File: src/atr_pkg.sv
// Shared types and constants of the airspeed / temperature readout.
// Holds the fixed-point airspeed constants, queue sizing and state encodings.
// No dependencies; imported by every module of the block.
`timescale 1ns / 1ps

package atr_pkg;

	localparam int SAMPLE_BITS    = 10;
	localparam int RELOAD_BITS    = 8;
	localparam int OFFSET_BITS    = 10;
	localparam int CFG_DATA_BITS  = 10;
	localparam int CFG_INDEX_BITS = 1;
	localparam int VAL_BITS       = 11;
	localparam int DIGIT_BITS     = 4;
	localparam int NUM_DIGITS     = 4;
	localparam int DIG_IDX_BITS   = $clog2(NUM_DIGITS);

	localparam logic [RELOAD_BITS-1:0] RELOAD_RESET = RELOAD_BITS'(10);
	localparam logic [OFFSET_BITS-1:0] OFFSET_RESET = OFFSET_BITS'(518);
	localparam logic [VAL_BITS-1:0]    VAL_MAX      = '1;

	// queue between front and back
	localparam int FIFO_DEPTH    = 2;
	localparam int FIFO_PTR_BITS = $clog2(FIFO_DEPTH);
	localparam int FIFO_CNT_BITS = $clog2(FIFO_DEPTH + 1);

	// temperature path width: doubled difference of sample and offset
	localparam int TEMP_BITS = ((SAMPLE_BITS > OFFSET_BITS) ? SAMPLE_BITS : OFFSET_BITS) + 1;

	// airspeed: q = floor(K * d / DIV), d = 10*s - 2516, result isqrt(q)
	localparam int SPEED_MIN_SAMPLE = 252;
	localparam int SPEED_BIAS       = 2516;
	localparam int D_MAX            = 10 * ((1 << SAMPLE_BITS) - 1) - SPEED_BIAS;
	localparam int DIFF_BITS        = $clog2(D_MAX + 1);

	localparam logic [63:0] SPEED_K   = 64'd1943846 * 64'd1943846 * 64'd98;
	localparam logic [63:0] SPEED_DIV = 64'd129000000000000;

	localparam logic [63:0] Q_MAX = SPEED_K * 64'(D_MAX) / SPEED_DIV;
	localparam int Q_BITS    = $clog2(Q_MAX + 64'd1);

	// q = (d * RECIP) >> RECIP_SHIFT; the truncation error of RECIP times D_MAX stays
	// below the smallest nonzero fraction of K * d / DIV, so the floor is exact
	localparam int RECIP_SHIFT   = 57;
	// K / DIV lies below four
	localparam int RECIP_BITS    = RECIP_SHIFT + 2;
	localparam logic [127:0] RECIP_WIDE = (128'(SPEED_K) << RECIP_SHIFT) / 128'(SPEED_DIV);
	localparam logic [RECIP_BITS-1:0] RECIP = RECIP_BITS'(RECIP_WIDE);
	localparam int RECIP_LO_BITS = 30;
	localparam int RECIP_HI_BITS = RECIP_BITS - RECIP_LO_BITS;
	localparam logic [RECIP_LO_BITS-1:0] RECIP_LO = RECIP[RECIP_LO_BITS-1:0];
	localparam logic [RECIP_HI_BITS-1:0] RECIP_HI = RECIP[RECIP_BITS-1:RECIP_LO_BITS];
	localparam int PROD_BITS = RECIP_BITS + DIFF_BITS;

	localparam int ROOT_BITS = (Q_BITS + 1) / 2;
	localparam int SQ_BITS   = 2 * ROOT_BITS;

	localparam int STEP_MAX  = (ROOT_BITS > NUM_DIGITS) ? ROOT_BITS : NUM_DIGITS;
	localparam int STEP_BITS = $clog2(STEP_MAX);

	// divide by ten through a reciprocal, exact for 16-bit operands
	localparam int DIV10_BITS  = 16;
	localparam int DIV10_SHIFT = 19;
	localparam logic [DIV10_BITS-1:0] DIV10_MUL = DIV10_BITS'(52429);

	typedef enum logic {
		OP_TICK,
		OP_BUTTON
	} op_t;

	typedef enum logic [CFG_INDEX_BITS-1:0] {
		REG_TICK_RELOAD,
		REG_TEMP_OFFSET
	} reg_index_t;

	typedef struct packed {
		logic                   speed_mode;
		logic [SAMPLE_BITS-1:0] sample;
	} item_t;

	typedef struct packed {
		logic                                  mode;
		logic [VAL_BITS-1:0]                   value;
		logic                                  negative;
		logic [NUM_DIGITS-1:0][DIGIT_BITS-1:0] digits;
	} result_t;

	typedef enum logic [2:0] {
		B_IDLE,
		B_MUL,
		B_ADD,
		B_SQRT,
		B_DIGIT,
		B_OUT
	} back_state_t;

endpackage

File: src/atr_fifo.sv
// Short register queue that carries classified items from front to back.
// Depends on atr_pkg for the item type and depth.
`timescale 1ns / 1ps

module atr_fifo (
	input  logic           clk,
	input  logic           arst_n,
	input  logic           wr_en,
	input  atr_pkg::item_t wr_item,
	output logic           full,
	input  logic           rd_en,
	output atr_pkg::item_t rd_item,
	output logic           empty
);
	import atr_pkg::*;

	item_t                    entry_q [FIFO_DEPTH];
	logic [FIFO_PTR_BITS-1:0] wr_ptr_q;
	logic [FIFO_PTR_BITS-1:0] rd_ptr_q;
	logic [FIFO_CNT_BITS-1:0] count_q;
	logic                     do_wr;
	logic                     do_rd;

	assign full    = (count_q == FIFO_CNT_BITS'(FIFO_DEPTH));
	assign empty   = (count_q == '0);
	assign do_wr   = wr_en && !full;
	assign do_rd   = rd_en && !empty;
	assign rd_item = entry_q[rd_ptr_q];

	always_ff @(posedge clk or negedge arst_n) begin
		if (!arst_n) begin
			wr_ptr_q <= '0;
			rd_ptr_q <= '0;
			count_q  <= '0;
		end else begin
			if (do_wr) begin
				wr_ptr_q <= (wr_ptr_q == FIFO_PTR_BITS'(FIFO_DEPTH - 1)) ? '0 : wr_ptr_q + 1'b1;
			end
			if (do_rd) begin
				rd_ptr_q <= (rd_ptr_q == FIFO_PTR_BITS'(FIFO_DEPTH - 1)) ? '0 : rd_ptr_q + 1'b1;
			end
			if (do_wr && !do_rd) begin
				count_q <= count_q + 1'b1;
			end else if (do_rd && !do_wr) begin
				count_q <= count_q - 1'b1;
			end
		end
	end

	always_ff @(posedge clk) begin
		if (do_wr) begin
			entry_q[wr_ptr_q] <= wr_item;
		end
	end

endmodule

File: src/atr_front.sv
// Front end: accepts ticks and button events, runs the latch counter and mode.
// Pushes the mode and latched sample of each item into the queue; uses atr_pkg.
`timescale 1ns / 1ps

module atr_front (
	input  logic                               clk,
	input  logic                               arst_n,
	input  logic                               push,
	input  atr_pkg::op_t                       operation,
	input  logic [atr_pkg::SAMPLE_BITS-1:0]    sample,
	input  logic [atr_pkg::RELOAD_BITS-1:0]    tick_reload,
	input  logic                               fifo_full,
	output logic                               fifo_push,
	output atr_pkg::item_t                     fifo_item
);
	import atr_pkg::*;

	logic [RELOAD_BITS-1:0] tick_count_q;
	logic [SAMPLE_BITS-1:0] held_q;
	logic                   mode_q;
	logic [RELOAD_BITS-1:0] count_dec;
	logic                   latch;
	logic [SAMPLE_BITS-1:0] held_n;
	logic                   mode_n;

	assign fifo_push = push && !fifo_full;

	always_comb begin
		count_dec = tick_count_q - 1'b1;
		latch     = (operation == OP_TICK) && (count_dec == '0);
		held_n    = latch ? sample : held_q;
		mode_n    = (operation == OP_BUTTON) ? !mode_q : mode_q;
		fifo_item = '{speed_mode: mode_n, sample: held_n};
	end

	always_ff @(posedge clk or negedge arst_n) begin
		if (!arst_n) begin
			tick_count_q <= '0;
			held_q       <= '0;
			mode_q       <= 1'b1;
		end else if (fifo_push) begin
			if (operation == OP_TICK) begin
				// reload on the transaction that latches
				tick_count_q <= latch ? tick_reload : count_dec;
				held_q       <= held_n;
			end
			mode_q <= mode_n;
		end
	end

endmodule

File: src/atr_back.sv
// Back end: turns a queued item into the display value and its decimal digits.
// Reciprocal multiplier pair, serial square root and digit splitter; uses atr_pkg.
`timescale 1ns / 1ps

module atr_back (
	input  logic                            clk,
	input  logic                            arst_n,
	input  logic [atr_pkg::OFFSET_BITS-1:0] temp_offset,
	input  logic                            fifo_empty,
	input  atr_pkg::item_t                  fifo_item,
	output logic                            fifo_pop,
	input  logic                            pop,
	output logic                            empty,
	output atr_pkg::result_t                result
);
	import atr_pkg::*;

	back_state_t                        state_q;
	back_state_t                        state_d;
	logic                               mode_q;
	logic                               neg_q;
	logic [DIFF_BITS-1:0]               d_q;
	logic [RECIP_HI_BITS+DIFF_BITS-1:0] p_hi_q;
	logic [RECIP_LO_BITS+DIFF_BITS-1:0] p_lo_q;
	logic [SQ_BITS-1:0]                 x_q;
	logic [SQ_BITS-1:0]                 root_q;
	logic [SQ_BITS-1:0]                 one_q;
	logic [STEP_BITS-1:0]               step_q;
	logic [VAL_BITS-1:0]                val_q;
	logic [VAL_BITS-1:0]                work_q;
	logic [DIGIT_BITS-1:0]              dig_q [NUM_DIGITS];
	result_t                            out_q;
	logic                               out_valid_q;

	logic                               low_speed;
	logic [TEMP_BITS-1:0]               s_w;
	logic [TEMP_BITS-1:0]               o_w;
	logic                               t_neg;
	logic [TEMP_BITS-1:0]               t_diff;
	logic [TEMP_BITS-1:0]               t_mag;
	logic [VAL_BITS-1:0]                t_val;
	logic [SAMPLE_BITS+3:0]             s_ext;
	logic [SAMPLE_BITS+3:0]             d_full;
	logic [PROD_BITS-1:0]               n_full;
	logic [Q_BITS-1:0]                  quot_n;
	logic [SQ_BITS-1:0]                 trial;
	logic                               sq_ge;
	logic [SQ_BITS-1:0]                 root_n;
	logic [VAL_BITS-1:0]                root_val;
	logic [VAL_BITS+DIV10_BITS-1:0]     div10_prod;
	logic [VAL_BITS-1:0]                quot10;
	logic [VAL_BITS-1:0]                quot10_x10;
	logic [DIGIT_BITS-1:0]              digit;
	logic                               last_sqrt;
	logic                               last_digit;
	logic                               out_load;

	assign empty  = !out_valid_q;
	assign result = out_q;

	// classification of the item at the head of the queue
	always_comb begin
		low_speed = fifo_item.sample < SAMPLE_BITS'(SPEED_MIN_SAMPLE);
		s_w       = TEMP_BITS'(fifo_item.sample);
		o_w       = TEMP_BITS'(temp_offset);
		t_neg     = s_w < o_w;
		t_diff    = t_neg ? (o_w - s_w) : (s_w - o_w);
		t_mag     = t_diff << 1;
		t_val     = (t_mag > TEMP_BITS'(VAL_MAX)) ? VAL_MAX : VAL_BITS'(t_mag);
		s_ext     = (SAMPLE_BITS + 4)'(fifo_item.sample);
		d_full    = (s_ext << 3) + (s_ext << 1) - (SAMPLE_BITS + 4)'(SPEED_BIAS);
	end

	// datapath of the serial units
	always_comb begin
		n_full     = (PROD_BITS'(p_hi_q) << RECIP_LO_BITS) + PROD_BITS'(p_lo_q);
		quot_n     = Q_BITS'(n_full >> RECIP_SHIFT);
		trial      = root_q + one_q;
		sq_ge      = x_q >= trial;
		root_n     = sq_ge ? ((root_q >> 1) + one_q) : (root_q >> 1);
		root_val   = (root_n > SQ_BITS'(VAL_MAX)) ? VAL_MAX : VAL_BITS'(root_n);
		div10_prod = (VAL_BITS + DIV10_BITS)'(work_q) * (VAL_BITS + DIV10_BITS)'(DIV10_MUL);
		quot10     = VAL_BITS'(div10_prod >> DIV10_SHIFT);
		quot10_x10 = (quot10 << 3) + (quot10 << 1);
		digit      = DIGIT_BITS'(work_q - quot10_x10);
		last_sqrt  = step_q == STEP_BITS'(ROOT_BITS - 1);
		last_digit = step_q == STEP_BITS'(NUM_DIGITS - 1);
	end

	always_ff @(posedge clk or negedge arst_n) begin
		if (!arst_n) begin
			state_q <= B_IDLE;
		end else begin
			state_q <= state_d;
		end
	end

	always_comb begin
		state_d  = state_q;
		fifo_pop = 1'b0;
		out_load = 1'b0;
		case (state_q)
			B_IDLE: begin
				if (!fifo_empty) begin
					fifo_pop = 1'b1;
					if (fifo_item.speed_mode && !low_speed) begin
						state_d = B_MUL;
					end else begin
						state_d = B_DIGIT;
					end
				end
			end
			B_MUL:   state_d = B_ADD;
			B_ADD:   state_d = B_SQRT;
			B_SQRT: begin
				if (last_sqrt) begin
					state_d = B_DIGIT;
				end
			end
			B_DIGIT: begin
				if (last_digit) begin
					state_d = B_OUT;
				end
			end
			B_OUT: begin
				// hold until the output slot frees up
				if (!out_valid_q || pop) begin
					out_load = 1'b1;
					state_d  = B_IDLE;
				end
			end
			default: state_d = B_IDLE;
		endcase
	end

	always_ff @(posedge clk) begin
		case (state_q)
			B_IDLE: begin
				mode_q <= fifo_item.speed_mode;
				step_q <= '0;
				d_q    <= DIFF_BITS'(d_full);
				if (fifo_item.speed_mode) begin
					neg_q  <= 1'b0;
					val_q  <= '0;
					work_q <= '0;
				end else begin
					neg_q  <= t_neg;
					val_q  <= t_val;
					work_q <= t_val;
				end
			end
			B_MUL: begin
				p_hi_q <= (RECIP_HI_BITS + DIFF_BITS)'(d_q) *
					(RECIP_HI_BITS + DIFF_BITS)'(RECIP_HI);
				p_lo_q <= (RECIP_LO_BITS + DIFF_BITS)'(d_q) *
					(RECIP_LO_BITS + DIFF_BITS)'(RECIP_LO);
			end
			B_ADD: begin
				x_q    <= SQ_BITS'(quot_n);
				root_q <= '0;
				one_q  <= SQ_BITS'(1) << (SQ_BITS - 2);
				step_q <= '0;
			end
			B_SQRT: begin
				if (sq_ge) begin
					x_q <= x_q - trial;
				end
				root_q <= root_n;
				one_q  <= one_q >> 2;
				step_q <= step_q + 1'b1;
				if (last_sqrt) begin
					val_q  <= root_val;
					work_q <= root_val;
					step_q <= '0;
				end
			end
			B_DIGIT: begin
				dig_q[step_q[DIG_IDX_BITS-1:0]] <= digit;
				work_q <= quot10;
				step_q <= step_q + 1'b1;
			end
			B_OUT: begin
				if (out_load) begin
					out_q.mode     <= mode_q;
					out_q.value    <= val_q;
					out_q.negative <= neg_q;
					for (int i = 0; i < NUM_DIGITS; i++) begin
						out_q.digits[i] <= dig_q[i];
					end
				end
			end
			default: begin
			end
		endcase
	end

	always_ff @(posedge clk or negedge arst_n) begin
		if (!arst_n) begin
			out_valid_q <= 1'b0;
		end else if (out_load) begin
			out_valid_q <= 1'b1;
		end else if (pop) begin
			out_valid_q <= 1'b0;
		end
	end

endmodule

File: src/airspeed_temperature_readout_top.sv
// Top level of the airspeed / temperature readout: configuration registers,
// front end, item queue and back end. Depends on atr_pkg, atr_front, atr_fifo, atr_back.
//
//   channel   handshake          payload
//   input     push / full        operation, sample
//   result    empty / pop        mode, display_value, is_negative, digit_ones .. _thousands
//   config    cfg_we             cfg_index, cfg_data
//
// A temperature item, or an airspeed item with a low sample, goes straight to the digit
// splitter and output state of the back end; an airspeed item first passes the reciprocal
// multiply (MUL, then ADD) and the square root that settles one root bit a cycle.
// The front takes an item each cycle while the two-entry queue has room.
// Reset clears counter, latched sample and queue and selects airspeed mode; no sweep.
// A result not popped stalls the back end; the queue then fills and raises full.
`timescale 1ns / 1ps

module airspeed_temperature_readout_top (
	input  logic                              clk,
	input  logic                              arst_n,
	input  logic                              push,
	output logic                              full,
	input  logic                              operation,
	input  logic [atr_pkg::SAMPLE_BITS-1:0]   sample,
	output logic                              empty,
	input  logic                              pop,
	output logic                              mode,
	output logic [atr_pkg::VAL_BITS-1:0]      display_value,
	output logic                              is_negative,
	output logic [atr_pkg::DIGIT_BITS-1:0]    digit_ones,
	output logic [atr_pkg::DIGIT_BITS-1:0]    digit_tens,
	output logic [atr_pkg::DIGIT_BITS-1:0]    digit_hundreds,
	output logic [atr_pkg::DIGIT_BITS-1:0]    digit_thousands,
	input  logic                              cfg_we,
	input  logic [atr_pkg::CFG_INDEX_BITS-1:0] cfg_index,
	input  logic [atr_pkg::CFG_DATA_BITS-1:0] cfg_data
);
	import atr_pkg::*;

	logic [RELOAD_BITS-1:0] tick_reload_q;
	logic [OFFSET_BITS-1:0] temp_offset_q;
	logic                   fifo_push;
	item_t                  fifo_wr_item;
	logic                   fifo_full;
	logic                   fifo_pop;
	item_t                  fifo_rd_item;
	logic                   fifo_empty;
	result_t                result;

	always_ff @(posedge clk or negedge arst_n) begin
		if (!arst_n) begin
			tick_reload_q <= RELOAD_RESET;
			temp_offset_q <= OFFSET_RESET;
		end else if (cfg_we) begin
			case (reg_index_t'(cfg_index))
				REG_TICK_RELOAD: tick_reload_q <= cfg_data[RELOAD_BITS-1:0];
				REG_TEMP_OFFSET: temp_offset_q <= cfg_data[OFFSET_BITS-1:0];
				default: begin
				end
			endcase
		end
	end

	atr_front u_front (
		.clk         (clk),
		.arst_n      (arst_n),
		.push        (push),
		.operation   (op_t'(operation)),
		.sample      (sample),
		.tick_reload (tick_reload_q),
		.fifo_full   (fifo_full),
		.fifo_push   (fifo_push),
		.fifo_item   (fifo_wr_item)
	);

	atr_fifo u_fifo (
		.clk     (clk),
		.arst_n  (arst_n),
		.wr_en   (fifo_push),
		.wr_item (fifo_wr_item),
		.full    (fifo_full),
		.rd_en   (fifo_pop),
		.rd_item (fifo_rd_item),
		.empty   (fifo_empty)
	);

	atr_back u_back (
		.clk         (clk),
		.arst_n      (arst_n),
		.temp_offset (temp_offset_q),
		.fifo_empty  (fifo_empty),
		.fifo_item   (fifo_rd_item),
		.fifo_pop    (fifo_pop),
		.pop         (pop),
		.empty       (empty),
		.result      (result)
	);

	assign full            = fifo_full;
	assign mode            = result.mode;
	assign display_value   = result.value;
	assign is_negative     = result.negative;
	assign digit_ones      = result.digits[0];
	assign digit_tens      = result.digits[1];
	assign digit_hundreds  = result.digits[2];
	assign digit_thousands = result.digits[3];

endmodule
File: config.mk
export PLATFORM = sky130hd
export DESIGN_NAME = airspeed_temperature_readout_top
export DESIGN_NICKNAME = d
export VERILOG_FILES = /design/src/atr_pkg.sv /design/src/atr_fifo.sv /design/src/atr_front.sv /design/src/atr_back.sv /design/src/airspeed_temperature_readout_top.sv
export SDC_FILE = /design/constraint.sdc
export NUM_CORES = 1
export LEC_CHECK = 0
export BUFFER_PORTS_ARGS = -buffer_cell sky130_fd_sc_hd__buf_2
export CORE_MARGIN = 4
export CORE_UTILIZATION = 45
export CTS_BUF_LIST = sky130_fd_sc_hd__clkbuf_8
export CTS_CLUSTER_SIZE = 20
export DETAILED_ROUTE_END_ITERATION = 6
export GPL_ROUTABILITY_DRIVEN = 1
export PLACE_DENSITY = 0.64
export SLEW_MARGIN = 10
export SYNTH_ARGS = -nofsm -noshare
export SYNTH_HDL_FRONTEND = slang
export SYNTH_SLANG_ARGS = --single-unit
export TNS_END_PERCENT = 20
File: constraint.sdc
create_clock -name clk -period 9.6 [get_ports clk]
set_input_delay 2.4 -clock clk [delete_from_list [all_inputs] [get_ports clk]]
set_output_delay 2.4 -clock clk [all_outputs]
set_load 0.03 [all_outputs]
# == Word-level counts from Yosys, hierarchy flattened ==
# Memories as Yosys holds them, arrays and structs flattened. A register that Yosys moved wholly into a read port is not among the register bits.
# Cells that the tools add are included.
# Widths: inputs -> output; s select.
# op_classes
n_addsub,16
multipliers,3
n_lt_le_gt_ge,5
n_eq_ne,13
mux,37
n_bitwise,2
n_reduce_logical,33
# ops
operator,n
$pmux 16 s2,3
$add 72x43->72,1
$mux 11,4
$mul 13x30->43 const B,1
$mul 13x29->42 const B,1
$pmux 11 s3,1
$mux 16,2
$mul 11x16->27 const B,1
$pmux 11 s2,1
$mux 10,2
$sub 10x10->10,2
$mux 3,6
$pmux 3 s6,1
$add 15x16->16,1
$add 16x16->16,1
$ge 16x16->1,1
$gt 16x11->1 const B,1
$sub 16x16->16,1
$reduce_and 2->1,7
$add 13x11->13,1
$mux 1,13
$sub 13x12->13 const B,1
$gt 11x11->1 const B,1
$lt 10x10->1,1
other kinds (28),54
# word_totals
register_bits,231
mem_bits_rw,38
inputBits,27
out_inout_bits,31
elab_cells,135
mem_count,2
# memory_table
name,words,width,rd,rd_ports_with_merged_regs,write_ports,line,text
u_fifo.entry_q,2,11,1,0,1,atr_fifo.sv:17,item_t entry_q [FIFO_DEPTH];
u_back.dig_q,4,4,4,4,1,atr_back.sv:31,logic [DIGIT_BITS-1:0] dig_q [NUM_DIGITS];

# == Logic depth before layout (Yosys ltp) ==
# depth
ltp_word,8
ltp_mapped,23

# == Hierarchy ==
# Synthesis repeated with hierarchy kept, for this count alone.
# unflattened
cells_unflattened,2448
hier_area_um2,26284.0
# modules_own_cells
mod,n_inst,cells_each,area_per_inst_um2,seq_area_each_um2
atr_back,1,2254,23432.5,5415.2
atr_front,1,102,1151.1,476.7
atr_fifo,1,53,1002.2,760.7
airspeed_temperature_readout_top,1,39,698.2,456.7

# == Least setup slack after synthesis ==
# No wires, ideal clock.
# synth_path
kind,register to register
startpoint,reg u_back.d_q[11]
endpoint,reg u_back.p_hi_q[41] (data pin)
setup_time_ns,0.260
arrival_time_ns,5.777
slack_ns,3.564
path_stages_with_launch,21
period_less_slack_ns,6.036
cell_sequence,edfxtp_1 > inv_1 > fa_1 > inv_1 > fa_1 > inv_1 > fa_1 > fa_1 > fa_1 > inv_1 > ha_1 > a21o_1 > a211oi_1 > nor3_1 > o41ai_2 > o41ai_4 > a31oi_4 > o211ai_1 > a311oi_1 > o21bai_1 > xnor2_1
# synth_between
elab_chain_len,1
# synth_rtl
item,line,text
from (decl),atr_back.sv:22,logic [DIFF_BITS-1:0] d_q;
from (signal assigned),atr_back.sv:141,d_q <= DIFF_BITS'(d_full);
$mul 13x29->42,atr_back.sv:153,p_hi_q <= (RECIP_HI_BITS + DIFF_BITS)'(d_q) *
to (signal assigned),atr_back.sv:153,
to (decl),atr_back.sv:23,logic [RECIP_HI_BITS+DIFF_BITS-1:0] p_hi_q;
# No other way between the ends.
# A chain may end at the register's enable or synchronous reset.

# == Worst setup path in the final report ==
# layout_path
startpoint,reg u_back.d_q[7]
endpoint,reg u_back.p_lo_q[40] (data pin)
# layout_between
elab_chain_len,1
# layout_rtl
item,line,text
$mul 13x30->43,atr_back.sv:155,p_lo_q <= (RECIP_LO_BITS + DIFF_BITS)'(d_q) *
to (signal assigned),atr_back.sv:155,
to (decl),atr_back.sv:24,logic [RECIP_LO_BITS+DIFF_BITS-1:0] p_lo_q;
# No other way between the ends.

==> flow_metrics.py <==
metrics = {
    "grt": {
        "grt_pass1_vias": 18659,
        "grtUsageTotal": 0.2199,
        "overflow": 0,
        "grt_pass1_wl_mm": 104.5,
        "antenna_found_initial": 1,
        "grt_max_degree": 54,
    },
    "final_layout": {
        "area_delta_synth_final_pct": 8.404,
        "final_nets": 3232,
        "final_cells": 3342,
        "layout-drive-gt1-share": 0.07273,
    },
    "synthesis": {
        "synth_top_area_frac": 0.2301,
        "synth.most_common_cell": "inv_1",
        "synthCells": 2463,
        "synth_top_area_cell": "edfxtp_1",
        "synth_flop_cell": "edfxtp_1",
        "syn_area_per_cell_sq_um": 10.54,
        "ys_seq_area_frac": 0.2738,
        "syn_area_sq_um": 25960,
        "yosys_warnings": 0,
        "synth_edf_count": 199,
        "async_reset_ff_frac": 0.1844,
        "synth_seq_cells": 244,
        "syn_nets": 3147,
        "synth_cell_types": 80,
        "synth_common_cells": "inv_1 (581), ha_1 (359), fa_1 (298)",
        "synth_top_cells_by_area": "edfxtp_1 (23%), fa_1 (23%), ha_1 (17%), inv_1 (8.4%), dfrtp_1 (3.8%)",
    },
    "clock_tree": {
        "cts_hold_buf": 0,
        "cts_root_buffer": "clkbuf_8",
        "post_cts_buffers": 0,
        "tritoncts": "yes",
        "clkTransAtPathRegs_ps": 60,
        "cts_resized": 0,
        "cts_made_buffers": 47,
        "insertion_delay_ps": 650,
        "cts_sinks": 244,
        "clock_path_buffers": 3,
        "htree_levels": 2,
    },
    "sta": {
        "setup_viol": 0,
        "tightest_slew_ps": 1194,
        "finClkSkew_ps": 55.10,
        "fin_crit_sh": 0.7382,
        "fin_crit_ps": 7087,
        "finalMaxSlewViolations": 0,
        "tns_ps": 0,
        "rsz0062_at_grt": "no",
        "hold_viol_final": 0,
        "max-slew-margin-rel": 0.2040,
        "max_freq_mhz": 141.1,
    },
    "floorplan": {
        "chipWidth_microns": 248.2,
        "rows": 87,
        "pin_count": 58,
        "die_h_microns": 248.2,
        "start_util": 0.4578,
        "core_sq_um": 56710,
        "die_area_sq_um": 61610,
    },
    "drt": {
        "routed_wl_mm": 65.61,
        "route.layer.met1.wl_mm": 28.98,
        "route.met3.wl_mm": 3.470,
        "ant_nets": 0,
        "drt_pass1_iterations": 5,
        "drtIter0Drc": 1109,
        "drcViolationCount": 0,
        "vias_per_cell": 5.268,
        "dr_wl_met2_mm": 31.20,
        "post_drt_wl_per_cell_microns": 19.63,
        "num_vias": 17607,
        "top_layer": "met4",
    },
    "placed_design": {
        "dpl.hpwl_mm": 54.63,
        "port_buffers": 57,
        "globalplace.congestion": 1.050,
        "place_inst": 3255,
    },
    "critical_path": {
        "path_max_fanout": 8,
        "reg2reg_depth": 18,
        "path_buf_inv": 2,
        "cp.depth": 18,
        "path_delay_family": "adder cells",
        "startpoint": "u_back.d_q[7]",
        "crit_path_end_kind": "flip-flop",
        "worst_path_largest_cell_delay_ps": 810,
        "cp_common_cell": "fa_1",
        "rrSetupSlack_ps": 2510,
        "critPathArrivalTime_ps": 7480,
        "worstReg2RegStart": "u_back.d_q[7]",
        "start_kind": "flip-flop",
        "reg2reg_to": "u_back.p_lo_q[40]",
        "cpMaxStageDelayCell": "ha_1",
        "cp_cell_sequence": "ha_1 -> inv_1 -> fa_1 -> fa_1 -> inv_1 -> fa_1 -> fa_1 -> ha_1 -> a2111oi_0 -> o31ai_1 -> a31oi_1 -> o311ai_0 -> o21a_1 -> o41a_1 -> nand4_1 -> nor3b_2 -> o21bai_1 -> xor2_1",
        "crit_required_ps": 9990,
        "cp-endpoint": "u_back.p_lo_q[40]",
        "crit_type": "reg2reg",
    },
    "hold_path": {
        "hp-class": "reg2reg",
    },
    "run": {
        "maxCapViolCount": 0,
    },
    "status": {
        "outcome": "complete, no violations",
    },
}
cells by family after synthesis:
family	Yosys count	share of synthesized area
xor+xnor	132	0.04453
compound gates	383	0.09956
fa+ha+maj	657	0.4028
flops	244	0.2738
buf+inv	611	0.08847
mux	49	0.02034
simple gates	387	0.07055
placed cells by master (no fill, tap or decap), drive strengths merged, types with 21 or more instances in the layout:
| cell type | count |
|---|---|
| nor3 | 32 |
| edfxtp | 199 |
| ha | 359 |
| xnor2 | 89 |
| xor2 | 43 |
| clkbuf | 53 |
| mux2 | 30 |
| inv | 595 |
| fa | 298 |
| nor2 | 81 |
| a31oi | 22 |
| o21ai | 91 |
| nand3 | 28 |
| dfrtp | 39 |
| nor2b | 21 |
| nand2 | 137 |
| a21o | 55 |
| a21oi | 86 |
| buf | 66 |
registers in the layout, indices dropped and copies added (netlist names), 4 cells and up:
name	count
u_back.p_hi_q	40
u_fifo.entry_q	22
u_back.dig_q	16
u_back.root_q	16
u_back.x_q	16
u_back.p_lo_q	13
u_back.result	13
u_back.d_q	12
u_back.val_q	11
u_back.work_q	11
temp_offset_q	10
u_front.held_q	10
tick_reload_q	8
u_back.one_q	8
u_front.tick_count_q	8
digit_hundreds	4
digit_ones	4
digit_tens	4
digit_thousands	4
metal layers:
metal | vias to the layer above | track usage
li1 | 8292 | -
met1 | 8733 | 0.2982
met2 | 479 | 0.3667
met3 | 103 | 0.03531
met4 | 0 | 0.06550
met5 | - | 0
worst min-delay path by stage:
stage / startpoint / end / slack [ps] / depth (start not counted)
floorplan: u_back.dig_q[2][0] / digit_hundreds[0] / 400 / 0
global placement: u_back.dig_q[0][3] / digit_ones[3] / 400 / 0
detailed placement: u_back.dig_q[1][3] / digit_tens[3] / 400 / 0
CTS: u_back.val_q[1] / u_back.result[18] / 420 / 0
global route: u_back.val_q[3] / u_back.result[20] / 420 / 0
finish: u_back.val_q[1] / u_back.result[18] / 420 / 0
area by class of cell:
type,instances,area [sq um]
diodes,1,2.502
clock buffers,53,729.5
clock inverters,33,246.5
fillers,5165,28570
inverters,581,2181
multi-input cells,1608,16580
flip-flops and latches,244,7109
well taps,756,945.9
repair buffers,66,352.8
stage by stage:
step	worst slack [ps]	hold slack, ps	utilization	area [sq um]
3_5_place_dp	2607	404.5	0.4791	27170
5_1_grt	2133	423.6	0.4963	28150
6_report	2513	415.7	0.4963	28150
2_1_floorplan	3564	400.3	-	25960
3_3_place_gp	2658	404.0	0.4791	27170
4_1_cts	2575	418.0	0.4963	28140
Power is not shown: default switching activity piles up to over one toggle a cycle in this logic, so the estimate is an artifact.
